$ cat src/sv/http_request_line_parser_defines.svh
// Assertion macros used by the HTTP request line parser RTL.
`ifndef HTTP_REQUEST_LINE_PARSER_DEFINES_SVH
`define HTTP_REQUEST_LINE_PARSER_DEFINES_SVH

// Same-cycle implication, sampled on clock, off during reset.
`define HRLP_ASSERT_IMP(label, ante, cons, msg) \
   label: assert property (@(posedge clock) disable iff (reset) (ante) |-> (cons)) \
      else $error(msg);

// Next-cycle implication, sampled on clock, off during reset.
`define HRLP_ASSERT_NEXT(label, ante, cons, msg) \
   label: assert property (@(posedge clock) disable iff (reset) (ante) |=> (cons)) \
      else $error(msg);

`endif

$ cat src/sv/hrlp_pkg.sv
// Shared types, codes and character constants of the HTTP request line parser.
package hrlp_pkg;

   localparam int MAX_REQUEST_BYTES_DEF = 4096;
   localparam int QUEUE_DEPTH_DEF       = 4;

   localparam int DATA_W   = 8;
   localparam int KIND_W   = 3;
   localparam int OFFSET_W = 12;
   localparam int LENGTH_W = 13;
   localparam int VCODE_W  = 2;
   localparam int STATUS_W = 2;
   localparam int STOP_W   = 13;

   localparam logic [KIND_W-1:0] KIND_METHOD  = 3'd0;
   localparam logic [KIND_W-1:0] KIND_URL     = 3'd1;
   localparam logic [KIND_W-1:0] KIND_VERSION = 3'd2;
   localparam logic [KIND_W-1:0] KIND_HEADER  = 3'd3;
   localparam logic [KIND_W-1:0] KIND_END     = 3'd4;

   localparam logic [STATUS_W-1:0] STATUS_FINISHED = 2'd0;
   localparam logic [STATUS_W-1:0] STATUS_EMPTY    = 2'd1;
   localparam logic [STATUS_W-1:0] STATUS_OVERFLOW = 2'd2;

   localparam logic [VCODE_W-1:0] VER_INVALID = 2'd0;
   localparam logic [VCODE_W-1:0] VER_11      = 2'd1;
   localparam logic [VCODE_W-1:0] VER_10      = 2'd2;

   localparam logic METHOD_INVALID = 1'b0;
   localparam logic METHOD_GET     = 1'b1;

   localparam logic [DATA_W-1:0] CH_NUL = 8'h00;
   localparam logic [DATA_W-1:0] CH_LF  = 8'h0a;
   localparam logic [DATA_W-1:0] CH_CR  = 8'h0d;
   localparam logic [DATA_W-1:0] CH_SP  = 8'h20;

   localparam int GET_LEN = 3;
   localparam int VER_LEN = 8;

   localparam logic [DATA_W-1:0] GET_TEXT [GET_LEN] = '{8'h47, 8'h45, 8'h54};
   // "HTTP/1.1"; the 1.0 form differs only in its last byte
   localparam logic [DATA_W-1:0] VER11_TEXT [VER_LEN] =
      '{8'h48, 8'h54, 8'h54, 8'h50, 8'h2f, 8'h31, 8'h2e, 8'h31};
   localparam logic [DATA_W-1:0] VER10_LAST = 8'h30;

   typedef enum logic [4:0] {
      PH_METHOD    = 5'b00001,
      PH_URL       = 5'b00010,
      PH_VERSION   = 5'b00100,
      PH_HEADER    = 5'b01000,
      PH_HEADER_NL = 5'b10000
   } phase_type;

   typedef struct packed {
      logic                is_end;
      logic                is_sp;
      logic                is_lf;
      logic                is_cr;
      logic [GET_LEN-1:0]  get_eq;
      logic [VER_LEN-1:0]  ver11_eq;
      logic                ver10_last_eq;
   } byte_class_type;

   typedef struct packed {
      logic full;
      logic empty;
   } queue_stat_type;

endpackage

$ cat src/sv/hrlp_req_if.sv
// Request byte channel: valid/ready handshake with one byte or end marker.
interface hrlp_req_if;
   import hrlp_pkg::*;

   logic              valid;
   logic              ready;
   logic [DATA_W-1:0] data_byte;
   logic              end_of_data;

   modport source (output valid, output data_byte, output end_of_data, input ready);
   modport sink   (input valid, input data_byte, input end_of_data, output ready);
endinterface

$ cat src/sv/hrlp_rsp_if.sv
// Result channel: valid/ready handshake carrying one piece or end result.
interface hrlp_rsp_if;
   import hrlp_pkg::*;

   logic                valid;
   logic                ready;
   logic [KIND_W-1:0]   piece_kind;
   logic [OFFSET_W-1:0] piece_offset;
   logic [LENGTH_W-1:0] piece_length;
   logic                method_code;
   logic [VCODE_W-1:0]  version_code;
   logic [STATUS_W-1:0] end_status;
   logic [STOP_W-1:0]   stop_position;

   modport source (output valid, output piece_kind, output piece_offset,
                   output piece_length, output method_code, output version_code,
                   output end_status, output stop_position, input ready);
   modport sink   (input valid, input piece_kind, input piece_offset,
                   input piece_length, input method_code, input version_code,
                   input end_status, input stop_position, output ready);
endinterface

$ cat src/sv/http_request_line_parser.sv
// An accepted byte is stored in the queue, then taken by the parser core, whose result is registered.
// Throughput: one byte per cycle; the parser core handles one queued byte each cycle
// while the result register is free or being taken.
// Queue depth QUEUE_DEPTH absorbs result-side stalls before req ready drops.
// Reset (synchronous, active high) empties the queue and result register and
// puts the parser in the method phase at byte position zero.
`include "http_request_line_parser_defines.svh"

module http_request_line_parser
   import hrlp_pkg::*;
#(
   parameter int MAX_REQUEST_BYTES = MAX_REQUEST_BYTES_DEF,
   parameter int QUEUE_DEPTH       = QUEUE_DEPTH_DEF
)(
   input  logic       clock,
   input  logic       reset,
   hrlp_req_if.sink   req_chan,
   hrlp_rsp_if.source rsp_chan
);

   queue_stat_type q_stat;
   logic           q_push;
   logic           q_pop;
   byte_class_type q_push_item;
   byte_class_type q_pop_item;

   hrlp_front u_front (
      .req_chan (req_chan),
      .q_stat   (q_stat),
      .q_push   (q_push),
      .q_item   (q_push_item)
   );

   hrlp_queue #(
      .DEPTH (QUEUE_DEPTH)
   ) u_queue (
      .clock     (clock),
      .reset     (reset),
      .push      (q_push),
      .push_item (q_push_item),
      .pop       (q_pop),
      .pop_item  (q_pop_item),
      .q_stat    (q_stat)
   );

   hrlp_back #(
      .MAX_REQUEST_BYTES (MAX_REQUEST_BYTES)
   ) u_back (
      .clock      (clock),
      .reset      (reset),
      .item_valid (!q_stat.empty),
      .item       (q_pop_item),
      .item_pop   (q_pop),
      .rsp_chan   (rsp_chan)
   );

   `HRLP_ASSERT_IMP(a_pop_not_empty, q_pop, !q_stat.empty, "pop from empty queue")
   `HRLP_ASSERT_NEXT(a_push_fills, q_push && !q_pop, !q_stat.empty, "queue lost an entry")
   `HRLP_ASSERT_IMP(a_end_no_piece, rsp_chan.valid && rsp_chan.piece_kind == KIND_END,
      rsp_chan.piece_offset == '0 && rsp_chan.piece_length == '0, "end result has piece")
   `HRLP_ASSERT_IMP(a_piece_no_codes, rsp_chan.valid && rsp_chan.piece_kind != KIND_END,
      rsp_chan.end_status == STATUS_FINISHED && rsp_chan.stop_position == '0,
      "piece result has end fields")

endmodule

$ cat src/sv/hrlp_front.sv
// Front end: accepts request bytes and classifies them for the parser core.
module hrlp_front
   import hrlp_pkg::*;
(
   hrlp_req_if.sink       req_chan,
   input  queue_stat_type q_stat,
   output logic           q_push,
   output byte_class_type q_item
);

   assign req_chan.ready = !q_stat.full;
   assign q_push         = req_chan.valid && req_chan.ready;

   always_comb begin
      q_item.is_end = req_chan.end_of_data || (req_chan.data_byte == CH_NUL);
      q_item.is_sp  = (req_chan.data_byte == CH_SP);
      q_item.is_lf  = (req_chan.data_byte == CH_LF);
      q_item.is_cr  = (req_chan.data_byte == CH_CR);
      for (int i = 0; i < GET_LEN; i++) begin
         q_item.get_eq[i] = (req_chan.data_byte == GET_TEXT[i]);
      end
      for (int i = 0; i < VER_LEN; i++) begin
         q_item.ver11_eq[i] = (req_chan.data_byte == VER11_TEXT[i]);
      end
      q_item.ver10_last_eq = (req_chan.data_byte == VER10_LAST);
   end

endmodule

$ cat src/sv/hrlp_queue.sv
// Short FIFO of classified bytes between the front end and the parser core.
module hrlp_queue
   import hrlp_pkg::*;
#(
   parameter int DEPTH = QUEUE_DEPTH_DEF
)(
   input  logic           clock,
   input  logic           reset,
   input  logic           push,
   input  byte_class_type push_item,
   input  logic           pop,
   output byte_class_type pop_item,
   output queue_stat_type q_stat
);

   localparam int PTR_W = (DEPTH > 1) ? $clog2(DEPTH) : 1;
   localparam int CNT_W = $clog2(DEPTH + 1);

   byte_class_type   mem_ff [DEPTH];
   logic [PTR_W-1:0] wr_ptr_ff, wr_ptr_in;
   logic [PTR_W-1:0] rd_ptr_ff, rd_ptr_in;
   logic [CNT_W-1:0] count_ff, count_in;

   always_comb begin
      wr_ptr_in = wr_ptr_ff;
      rd_ptr_in = rd_ptr_ff;
      count_in  = count_ff;
      if (push) begin
         wr_ptr_in = (wr_ptr_ff == PTR_W'(DEPTH - 1)) ? '0 : wr_ptr_ff + 1'b1;
      end
      if (pop) begin
         rd_ptr_in = (rd_ptr_ff == PTR_W'(DEPTH - 1)) ? '0 : rd_ptr_ff + 1'b1;
      end
      if (push && !pop) begin
         count_in = count_ff + 1'b1;
      end else if (pop && !push) begin
         count_in = count_ff - 1'b1;
      end
   end

   always_ff @(posedge clock) begin
      if (reset) begin
         wr_ptr_ff <= '0;
         rd_ptr_ff <= '0;
         count_ff  <= '0;
      end else begin
         wr_ptr_ff <= wr_ptr_in;
         rd_ptr_ff <= rd_ptr_in;
         count_ff  <= count_in;
      end
   end

   always_ff @(posedge clock) begin
      if (push) begin
         mem_ff[wr_ptr_ff] <= push_item;
      end
   end

   assign pop_item     = mem_ff[rd_ptr_ff];
   assign q_stat.full  = (count_ff == CNT_W'(DEPTH));
   assign q_stat.empty = (count_ff == '0);

endmodule

$ cat src/sv/hrlp_back.sv
// Parser core: phase machine, piece bookkeeping, matching and result register.
module hrlp_back
   import hrlp_pkg::*;
#(
   parameter int MAX_REQUEST_BYTES = MAX_REQUEST_BYTES_DEF
)(
   input  logic           clock,
   input  logic           reset,
   input  logic           item_valid,
   input  byte_class_type item,
   output logic           item_pop,
   hrlp_rsp_if.source     rsp_chan
);

   localparam int POS_W = $clog2(MAX_REQUEST_BYTES + 1);

   phase_type            phase_ff, phase_in;
   logic [POS_W-1:0]     pos_ff, pos_in;
   logic [POS_W-1:0]     start_ff, start_in;
   logic [POS_W-1:0]     count_ff, count_in;
   logic                 meth_ok_ff, meth_ok_in;
   logic                 meth_code_ff, meth_code_in;
   logic [1:0]           vflags_ff, vflags_in;
   logic [VCODE_W-1:0]   vcode_ff, vcode_in;
   logic [3:0]           vraw_ff, vraw_in;

   logic                 rsp_valid_ff, rsp_valid_in;
   logic [KIND_W-1:0]    kind_ff, kind_in;
   logic [OFFSET_W-1:0]  offset_ff, offset_in;
   logic [LENGTH_W-1:0]  length_ff, length_in;
   logic                 mcode_ff, mcode_in;
   logic [VCODE_W-1:0]   vout_ff, vout_in;
   logic [STATUS_W-1:0]  status_ff, status_in;
   logic [STOP_W-1:0]    stop_ff, stop_in;

   logic                 emit;
   logic                 do_end;
   logic [POS_W-1:0]     pos_inc;
   logic                 mism11, mism10;
   logic [1:0]           vflags_upd;

   assign item_pop = item_valid && (!rsp_valid_ff || rsp_chan.ready);
   assign pos_inc  = pos_ff + 1'b1;

   always_comb begin
      mism11 = !item.ver11_eq[vraw_ff[2:0]];
      mism10 = (vraw_ff[2:0] == 3'(VER_LEN - 1)) ? !item.ver10_last_eq : mism11;
      vflags_upd = vflags_ff;
      if (!vraw_ff[3]) begin
         if (mism11) vflags_upd[0] = 1'b0;
         if (mism10) vflags_upd[1] = 1'b0;
      end
   end

   always_comb begin
      phase_in     = phase_ff;
      pos_in       = pos_ff;
      start_in     = start_ff;
      count_in     = count_ff;
      meth_ok_in   = meth_ok_ff;
      meth_code_in = meth_code_ff;
      vflags_in    = vflags_ff;
      vcode_in     = vcode_ff;
      vraw_in      = vraw_ff;
      emit         = 1'b0;
      do_end       = 1'b0;
      kind_in      = KIND_METHOD;
      status_in    = STATUS_FINISHED;

      if (item.is_end) begin
         do_end    = 1'b1;
         status_in = (pos_ff == '0) ? STATUS_EMPTY : STATUS_FINISHED;
      end else if (pos_ff >= POS_W'(MAX_REQUEST_BYTES)) begin
         do_end    = 1'b1;
         status_in = STATUS_OVERFLOW;
      end else begin
         case (phase_ff)
            PH_METHOD: begin
               if (item.is_sp) begin
                  meth_code_in = (meth_ok_ff && count_ff == POS_W'(GET_LEN)) ?
                                 METHOD_GET : METHOD_INVALID;
                  emit         = 1'b1;
                  kind_in      = KIND_METHOD;
                  phase_in     = PH_URL;
               end else begin
                  if (count_ff >= POS_W'(GET_LEN) || !item.get_eq[count_ff[1:0]]) begin
                     meth_ok_in = 1'b0;
                  end
                  count_in = count_ff + 1'b1;
               end
            end
            PH_URL: begin
               if (item.is_sp) begin
                  emit     = 1'b1;
                  kind_in  = KIND_URL;
                  phase_in = PH_VERSION;
               end else begin
                  count_in = count_ff + 1'b1;
               end
            end
            PH_VERSION: begin
               vflags_in = vflags_upd;
               if (item.is_lf) begin
                  if (count_ff == POS_W'(VER_LEN) && vflags_upd[0]) begin
                     vcode_in = VER_11;
                  end else if (count_ff == POS_W'(VER_LEN) && vflags_upd[1]) begin
                     vcode_in = VER_10;
                  end else begin
                     vcode_in = VER_INVALID;
                  end
                  emit     = 1'b1;
                  kind_in  = KIND_VERSION;
                  phase_in = PH_HEADER;
               end else begin
                  // raw index counts CR bytes too; saturate past the text
                  if (!vraw_ff[3]) vraw_in = vraw_ff + 1'b1;
                  if (!item.is_cr) count_in = count_ff + 1'b1;
               end
            end
            PH_HEADER: begin
               if (item.is_lf) begin
                  emit     = 1'b1;
                  kind_in  = KIND_HEADER;
                  phase_in = PH_HEADER_NL;
               end else if (!item.is_cr) begin
                  count_in = count_ff + 1'b1;
               end
            end
            PH_HEADER_NL: begin
               if (item.is_lf) begin
                  do_end    = 1'b1;
                  status_in = STATUS_FINISHED;
               end else if (!item.is_cr) begin
                  phase_in = PH_HEADER;
                  count_in = count_ff + 1'b1;
               end
            end
            default: begin
               phase_in = PH_METHOD;
            end
         endcase
         if (emit) begin
            start_in = pos_inc;
            count_in = '0;
            vraw_in  = '0;
         end
         pos_in = pos_inc;
      end

      // piece results carry no codes; the end result carries no piece
      offset_in = '0;
      length_in = '0;
      mcode_in  = METHOD_INVALID;
      vout_in   = VER_INVALID;
      stop_in   = '0;
      if (do_end) begin
         kind_in  = KIND_END;
         mcode_in = meth_code_ff;
         vout_in  = vcode_ff;
         stop_in  = STOP_W'(pos_ff);
         // restart the request with the next byte
         phase_in     = PH_METHOD;
         pos_in       = '0;
         start_in     = '0;
         count_in     = '0;
         meth_ok_in   = 1'b1;
         meth_code_in = METHOD_INVALID;
         vflags_in    = 2'b11;
         vcode_in     = VER_INVALID;
         vraw_in      = '0;
      end else begin
         status_in = STATUS_FINISHED;
         offset_in = OFFSET_W'(start_ff);
         length_in = LENGTH_W'(count_ff);
      end

      if (item_pop && (emit || do_end)) begin
         rsp_valid_in = 1'b1;
      end else if (rsp_chan.ready) begin
         rsp_valid_in = 1'b0;
      end else begin
         rsp_valid_in = rsp_valid_ff;
      end
   end

   always_ff @(posedge clock) begin
      if (reset) begin
         phase_ff     <= PH_METHOD;
         pos_ff       <= '0;
         start_ff     <= '0;
         count_ff     <= '0;
         meth_ok_ff   <= 1'b1;
         meth_code_ff <= METHOD_INVALID;
         vflags_ff    <= 2'b11;
         vcode_ff     <= VER_INVALID;
         vraw_ff      <= '0;
         rsp_valid_ff <= 1'b0;
      end else begin
         rsp_valid_ff <= rsp_valid_in;
         if (item_pop) begin
            phase_ff     <= phase_in;
            pos_ff       <= pos_in;
            start_ff     <= start_in;
            count_ff     <= count_in;
            meth_ok_ff   <= meth_ok_in;
            meth_code_ff <= meth_code_in;
            vflags_ff    <= vflags_in;
            vcode_ff     <= vcode_in;
            vraw_ff      <= vraw_in;
         end
      end
   end

   always_ff @(posedge clock) begin
      if (item_pop && (emit || do_end)) begin
         kind_ff   <= kind_in;
         offset_ff <= offset_in;
         length_ff <= length_in;
         mcode_ff  <= mcode_in;
         vout_ff   <= vout_in;
         status_ff <= status_in;
         stop_ff   <= stop_in;
      end
   end

   assign rsp_chan.valid         = rsp_valid_ff;
   assign rsp_chan.piece_kind    = kind_ff;
   assign rsp_chan.piece_offset  = offset_ff;
   assign rsp_chan.piece_length  = length_ff;
   assign rsp_chan.method_code   = mcode_ff;
   assign rsp_chan.version_code  = vout_ff;
   assign rsp_chan.end_status    = status_ff;
   assign rsp_chan.stop_position = stop_ff;

endmodule
$ cat src/flat_wrapper.sv
// flat-port wrapper written by rule: the top's interface ports become plain ports
module http_request_line_parser_flat import hrlp_pkg::*;
#(
   parameter int MAX_REQUEST_BYTES = MAX_REQUEST_BYTES_DEF,
   parameter int QUEUE_DEPTH       = QUEUE_DEPTH_DEF
)
  (clock, reset, req_chan_valid, req_chan_data_byte, req_chan_end_of_data, req_chan_ready, rsp_chan_valid, rsp_chan_piece_kind, rsp_chan_piece_offset, rsp_chan_piece_length, rsp_chan_method_code, rsp_chan_version_code, rsp_chan_end_status, rsp_chan_stop_position, rsp_chan_ready);
  hrlp_req_if req_chan_i ();
  hrlp_rsp_if rsp_chan_i ();
  input  logic clock;
  input  logic reset;
  input wire logic [$bits(req_chan_i.valid)-1:0] req_chan_valid;
  input wire logic [$bits(req_chan_i.data_byte)-1:0] req_chan_data_byte;
  input wire logic [$bits(req_chan_i.end_of_data)-1:0] req_chan_end_of_data;
  output wire logic [$bits(req_chan_i.ready)-1:0] req_chan_ready;
  output wire logic [$bits(rsp_chan_i.valid)-1:0] rsp_chan_valid;
  output wire logic [$bits(rsp_chan_i.piece_kind)-1:0] rsp_chan_piece_kind;
  output wire logic [$bits(rsp_chan_i.piece_offset)-1:0] rsp_chan_piece_offset;
  output wire logic [$bits(rsp_chan_i.piece_length)-1:0] rsp_chan_piece_length;
  output wire logic [$bits(rsp_chan_i.method_code)-1:0] rsp_chan_method_code;
  output wire logic [$bits(rsp_chan_i.version_code)-1:0] rsp_chan_version_code;
  output wire logic [$bits(rsp_chan_i.end_status)-1:0] rsp_chan_end_status;
  output wire logic [$bits(rsp_chan_i.stop_position)-1:0] rsp_chan_stop_position;
  input wire logic [$bits(rsp_chan_i.ready)-1:0] rsp_chan_ready;
  assign req_chan_i.valid = req_chan_valid;
  assign req_chan_i.data_byte = req_chan_data_byte;
  assign req_chan_i.end_of_data = req_chan_end_of_data;
  assign req_chan_ready = req_chan_i.ready;
  assign rsp_chan_valid = rsp_chan_i.valid;
  assign rsp_chan_piece_kind = rsp_chan_i.piece_kind;
  assign rsp_chan_piece_offset = rsp_chan_i.piece_offset;
  assign rsp_chan_piece_length = rsp_chan_i.piece_length;
  assign rsp_chan_method_code = rsp_chan_i.method_code;
  assign rsp_chan_version_code = rsp_chan_i.version_code;
  assign rsp_chan_end_status = rsp_chan_i.end_status;
  assign rsp_chan_stop_position = rsp_chan_i.stop_position;
  assign rsp_chan_i.ready = rsp_chan_ready;
  http_request_line_parser #(.MAX_REQUEST_BYTES(MAX_REQUEST_BYTES), .QUEUE_DEPTH(QUEUE_DEPTH)) u_core (.clock(clock), .reset(reset), .req_chan(req_chan_i), .rsp_chan(rsp_chan_i));
endmodule
$ cat config.mk
export PLATFORM = sky130hd
export DESIGN_NAME = http_request_line_parser_flat
export DESIGN_NICKNAME = d
export VERILOG_FILES = /design/src/sv/hrlp_pkg.sv /design/src/sv/hrlp_req_if.sv /design/src/sv/hrlp_rsp_if.sv /design/src/sv/http_request_line_parser.sv /design/src/sv/hrlp_front.sv /design/src/sv/hrlp_queue.sv /design/src/sv/hrlp_back.sv /design/src/flat_wrapper.sv
export VERILOG_INCLUDE_DIRS = /design/src /design/src/sv
export SDC_FILE = /design/constraint.sdc
export NUM_CORES = 1
export LEC_CHECK = 0
export BUFFER_PORTS_ARGS = -buffer_cell sky130_fd_sc_hd__buf_2
export CAP_MARGIN = 20
export CORE_AREA = 2 2 113 170
export CTS_CLUSTER_DIAMETER = 40
export DETAILED_ROUTE_END_ITERATION = 10
export DIE_AREA = 0 0 115 172
export SLEW_MARGIN = 10
export SYNTH_ARGS = -nofsm -noshare
export SYNTH_HDL_FRONTEND = slang
export SYNTH_SLANG_ARGS = --single-unit
$ cat constraint.sdc
create_clock -name clock -period 8.4 [get_ports clock]
set_input_delay 0.84 -clock clock [delete_from_list [all_inputs] [get_ports clock]]
set_output_delay 0.84 -clock clock [all_outputs]
set_load 0.05 [all_outputs]
==> impl_metrics.prom <==
# TYPE chip_impl_metric gauge
chip_impl_metric{name="drt-wirelength-per-cell",unit="µm"} 17.2
chip_impl_metric{name="dieHeight",unit="µm"} 172
chip_impl_metric{name="crit_arrival",unit="ps"} 3810
chip_impl_metric{name="clock_power_share",unit="%"} 23.8
chip_impl_metric{name="met1_usage",unit="%"} 18.4
chip_impl_metric{name="place_area",unit="mm²"} 0.00766
chip_impl_metric{name="cts.sink_count",unit=""} 161
chip_impl_metric{name="setup_total_negative_slack",unit="ps"} 0
chip_impl_metric{name="drtAntennaViolNets",unit=""} 0
chip_impl_metric{name="port_bufs",unit=""} 60
chip_impl_metric{name="reg2reg_depth",unit=""} 6
chip_impl_metric{name="cts.repair_timing.setup_buffer_count",unit=""} 0
chip_impl_metric{name="grt_use_total",unit="%"} 16.9
chip_impl_info{name="netlist_top_cells_area",value="sky130_fd_sc_hd__edfxtp_1, sky130_fd_sc_hd__dfxtp_1, sky130_fd_sc_hd__mux4_2"} 1
chip_impl_metric{name="insertedDiodeCount",unit=""} 0
chip_impl_metric{name="ys_warn_count",unit=""} 0
chip_impl_metric{name="worst_ep_required_time",unit="ps"} 8730
chip_impl_info{name="reg_to_reg_end",value="u_core.u_back.phase_ff[2]$_SDFFE_PP0P_"} 1
chip_impl_metric{name="synth_area_per_cell",unit="µm²"} 11.1
chip_impl_metric{name="detailedRoute.firstPassIterationCount",unit=""} 5
chip_impl_info{name="cts_tree",value="done"} 1
chip_impl_metric{name="globalRoute.totalOverflow",unit=""} 0
chip_impl_info{name="setup.worst_path.end_class",value="flop"} 1
chip_impl_info{name="globalRoute.busiestLayer",value="met2"} 1
chip_impl_metric{name="post_synthesis_to_final_layout_area_growth",unit="%"} 14.3
chip_impl_metric{name="drive_gt1_share",unit="%"} 16.5
chip_impl_metric{name="worstPathBufferInverterCount",unit=""} 2
chip_impl_metric{name="synth_async_sr_flop_share",unit="%"} 0
chip_impl_info{name="critical_path.cell_chain",value="mux4_2 > a311oi_4 > buf_4 > inv_2 > or4_1 > a21oi_1"} 1
chip_impl_metric{name="timing.final.crit_share",unit="%"} 41.4
chip_impl_info{name="ys.flop_type",value="sky130_fd_sc_hd__edfxtp_1"} 1
chip_impl_metric{name="power.density",unit="mW/mm²"} 385
chip_impl_metric{name="power.ir.vdd_worst",unit="mV"} 0.201
chip_impl_metric{name="clock_buffers_created_by_tritoncts",unit=""} 17
chip_impl_info{name="cts_root_buffer",value="sky130_fd_sc_hd__clkbuf_16"} 1
chip_impl_metric{name="gp_congestion",unit=""} 0.929
chip_impl_metric{name="p_leak",unit="µW"} 0.00287
chip_impl_metric{name="intPower",unit="µW"} 1790
chip_impl_info{name="worst_setup_path_start_kind",value="flop"} 1
chip_impl_metric{name="area_of_the_die",unit="mm²"} 0.0198
chip_impl_metric{name="synthesis.area",unit="mm²"} 0.00724
chip_impl_info{name="status",value="complete, no violations"} 1
chip_impl_metric{name="detailed_place_hpwl",unit="µm"} 11400
chip_impl_metric{name="ff2ff_setup_slack",unit="ps"} 4920
chip_impl_metric{name="yosysSeqAreaShare",unit="%"} 58.1
chip_impl_metric{name="cts.hold.buffers_added",unit=""} 0
chip_impl_metric{name="slew-limit-headroom",unit="%"} 31.2
chip_impl_metric{name="net-switching-power",unit="µW"} 1390
chip_impl_metric{name="syn-instance-count",unit=""} 652
chip_impl_metric{name="groute.layer.met2.usage",unit="%"} 32.5
chip_impl_metric{name="fin_worst_hold_slack",unit="ps"} 452
chip_impl_metric{name="detailedRoute.firstIterationViolations",unit=""} 186
chip_impl_info{name="critical-path-slowest-cell",value="sky130_fd_sc_hd__dfxtp_1"} 1
chip_impl_info{name="setup_repair_after_global_routing_missed_its_margin",value="false"} 1
chip_impl_metric{name="final_period_minus_worst_setup_slack",unit="ps"} 3480
chip_impl_metric{name="finalClockSkew",unit="ps"} 10.1
chip_impl_metric{name="first_global_vias",unit=""} 5040
chip_impl_metric{name="synth.net_count",unit=""} 678
chip_impl_metric{name="seqPwrFrac",unit="%"} 36.4
chip_impl_metric{name="clkTransAtPathRegs",unit="ps"} 60
chip_impl_metric{name="post-synth-top-area-fraction",unit="%"} 40.7
chip_impl_metric{name="critPathMaxFanout",unit=""} 39
chip_impl_metric{name="comb_power_share",unit="%"} 39.8
chip_impl_metric{name="synth_edf_count",unit=""} 98
chip_impl_metric{name="layout.filler_cells",unit=""} 1734
chip_impl_metric{name="die_x",unit="µm"} 115
chip_impl_info{name="synth_top_cell_by_area",value="sky130_fd_sc_hd__edfxtp_1"} 1
chip_impl_metric{name="finish.instance_area",unit="mm²"} 0.00827
chip_impl_info{name="critPathTopFamily",value="flip-flops"} 1
chip_impl_metric{name="tightestPinTransition",unit="ps"} 1030
chip_impl_info{name="hold_start",value="u_core.u_back.start_ff[5]$_SDFFE_PP0P_"} 1
chip_impl_metric{name="route.detailed.vias_per_inst",unit=""} 5.44
chip_impl_metric{name="largest_net_degree_at_the_start_of_global_routing",unit=""} 55
chip_impl_metric{name="switching_share",unit="%"} 43.6
chip_impl_metric{name="cts-resized-gates",unit=""} 0
chip_impl_metric{name="number_of_antenna_violations_at_the_first_check_in_global_routing",unit=""} 0
chip_impl_metric{name="fmax",unit="GHz"} 0.288
chip_impl_metric{name="fp-row-count",unit=""} 61
chip_impl_metric{name="finish.net_count",unit=""} 720
chip_impl_info{name="endpoint_worst_hold",value="u_core.u_back.start_ff[5]$_SDFFE_PP0P_"} 1
chip_impl_metric{name="initial_utilization",unit="%"} 39.5
chip_impl_metric{name="cap_violations",unit=""} 0
chip_impl_metric{name="groute.layer.met3.usage",unit="%"} 3.08
chip_impl_metric{name="timing.hold.worst_path_depth",unit=""} 2
chip_impl_metric{name="routed-via-count",unit=""} 5040
chip_impl_metric{name="first_pass_grt_wire_length",unit="µm"} 25900
chip_impl_metric{name="core-area",unit="mm²"} 0.0183
chip_impl_info{name="holdCritPathClass",value="flop to flop"} 1
chip_impl_info{name="setup.worst_path.class",value="flop to flop"} 1
chip_impl_metric{name="ctsHtreeMaxLevel",unit=""} 4
chip_impl_metric{name="final_max_slew_viol_count",unit=""} 0
chip_impl_metric{name="timing_hold_violations_final",unit=""} 0
chip_impl_metric{name="clock_latency",unit="ps"} 420
chip_impl_metric{name="ctsLongestPathBuffers",unit=""} 2
chip_impl_metric{name="synth_cell_type_count",unit=""} 58
chip_impl_metric{name="io-pin-count",unit=""} 61
chip_impl_metric{name="route.detailed.drc",unit=""} 0
chip_impl_metric{name="critPathMaxStageDelay",unit="ps"} 870
chip_impl_metric{name="postRouteWirelength",unit="µm"} 15900
chip_impl_metric{name="ys_ff_latch",unit=""} 161
chip_impl_metric{name="setup_viol",unit=""} 0
==> registers in the layout, indices dropped and copies added (netlist names), 3 cells and up, named ones only <==
register,cells
u_core.u_back.count_ff,13
u_core.u_back.phase_ff,5
u_core.u_back.pos_ff,13
u_core.u_back.rsp_chan.piece_kind,3
u_core.u_back.rsp_chan.piece_length,13
u_core.u_back.rsp_chan.piece_offset,12
u_core.u_back.rsp_chan.stop_position,13
u_core.u_back.start_ff,12
u_core.u_back.vraw_ff,4
u_core.u_queue.count_ff,3
u_core.u_queue.mem_ff,52
==> metrics by stage <==
| step | util, % | std cells | setup WS (ps) | power, µW |
|---|---|---|---|---|
| after floorplan | - | 652 | 5200 | 2140 |
| after global placement | 41.8 | 894 | 4850 | 2420 |
| after detailed placement | 41.8 | 894 | 4770 | 2440 |
| after CTS | 45.0 | 926 | 4750 | 3190 |
| after global routing | 45.1 | 927 | 4610 | 3350 |
| final | 45.1 | 927 | 4920 | 3180 |
==> area by class of cell <==
class | instances | area (µm²) | area share [%]
Clock inverter | 14 | 145 | 1.76
Timing Repair Buffer | 63 | 335 | 4.06
Multi-Input combinational cell | 434 | 2810 | 33.9
Tap cell | 220 | 275 | 3.33
Sequential cell | 161 | 4200 | 50.8
Clock buffer | 18 | 439 | 5.31
Inverter | 17 | 63.8 | 0.772
==> worst max-delay path by stage <==
stage	start	end	slack, ps	cells after the start
after floorplan	rsp_chan_ready	u_core.u_back.rsp_chan.end_status[0]$_SDFFCE_PN0P_	5200	6
final	flop	u_core.u_back.phase_ff[2]$_SDFFE_PP0P_	4920	6
after CTS	flop	u_core.u_back.start_ff[8]$_SDFFE_PP0P_	4750	6
after detailed placement	flop	u_core.u_back.start_ff[8]$_SDFFE_PP0P_	4770	6
after global routing	flop	u_core.u_back.phase_ff[2]$_SDFFE_PP0P_	4610	6
after global placement	flop	u_core.u_back.start_ff[3]$_SDFFE_PP0P_	4850	6
==> synth_stat cells, types with 4 or more instances <==
cell type and count:
sky130_fd_sc_hd__edfxtp_1 98, sky130_fd_sc_hd__nor2_1 65, sky130_fd_sc_hd__dfxtp_1 63, sky130_fd_sc_hd__nand2_1 53
sky130_fd_sc_hd__a21oi_1 41, sky130_fd_sc_hd__and2_1 38, sky130_fd_sc_hd__clkbuf_1 32, sky130_fd_sc_hd__nand3_1 29
sky130_fd_sc_hd__nor3_1 21, sky130_fd_sc_hd__nor4_1 18, sky130_fd_sc_hd__xnor2_1 18, sky130_fd_sc_hd__inv_1 15
sky130_fd_sc_hd__mux2i_1 13, sky130_fd_sc_hd__ha_1 12, sky130_fd_sc_hd__nand2b_1 12, sky130_fd_sc_hd__mux4_2 11
sky130_fd_sc_hd__o21ai_0 11, sky130_fd_sc_hd__and3_1 9, sky130_fd_sc_hd__nand3b_1 8, sky130_fd_sc_hd__a22oi_1 6
sky130_fd_sc_hd__or3_1 6, sky130_fd_sc_hd__xor2_1 6, sky130_fd_sc_hd__or4_1 5, sky130_fd_sc_hd__buf_1 4
sky130_fd_sc_hd__nand4_1 4, sky130_fd_sc_hd__nor2b_1 4, sky130_fd_sc_hd__or2_2 4
==> power by group through the flow <==
stage                     registers (µW)  logic (µW)  clock network, µW
after floorplan                     1550         588                  0
after global placement              1180        1240                  0
after CTS                           1170        1260                768
after global routing                1180        1360                805
after detailed placement            1190        1250                  0
final                               1160        1270                756
==> kinds of logic after synthesis <==
logic type,Yosys count,synth area share [%]
AND/OR/NAND/NOR,289,20.8
flip-flops,161,58.1
AO/OA/AOI/OAI,83,7.31
buffers and inverters,57,3.20
multiplexers,25,5.38
XOR/XNOR,24,2.91
adder cells (fa/ha/maj),13,2.35
==> layer usage <==
metal	part of all wire, %	wire, µm	up-vias
met5	0	0	-
met4	1.8	294	0
met3	2.7	427	24
met2	56	8930	105
met1	39	6250	2462
li1	-	-	2449
==> worst register-to-register path, stage by stage (launching register included) <==
cell and delay (ps):
sky130_fd_sc_hd__dfxtp_1 870, sky130_fd_sc_hd__mux4_2 720, sky130_fd_sc_hd__a311oi_4 340, sky130_fd_sc_hd__buf_4 380, sky130_fd_sc_hd__inv_2 320, sky130_fd_sc_hd__or4_1 610, sky130_fd_sc_hd__a21oi_1 160
==> cell usage in the layout, fill, tap and decap left out, drive strengths merged, types with 12 or more instances in the layout <==
cell type	netlist	routed
dfxtp	63	63
edfxtp	98	98
nor4	18	18
nand2b	12	12
nand3	30	30
xnor2	18	18
nor2	65	65
ha	12	12
nand2	53	53
and2	38	38
buf	8	63
nor3	21	21
inv	16	23
mux2i	13	13
clkbuf	32	18
a21oi	41	41
Power figures use the tool's default switching activity.
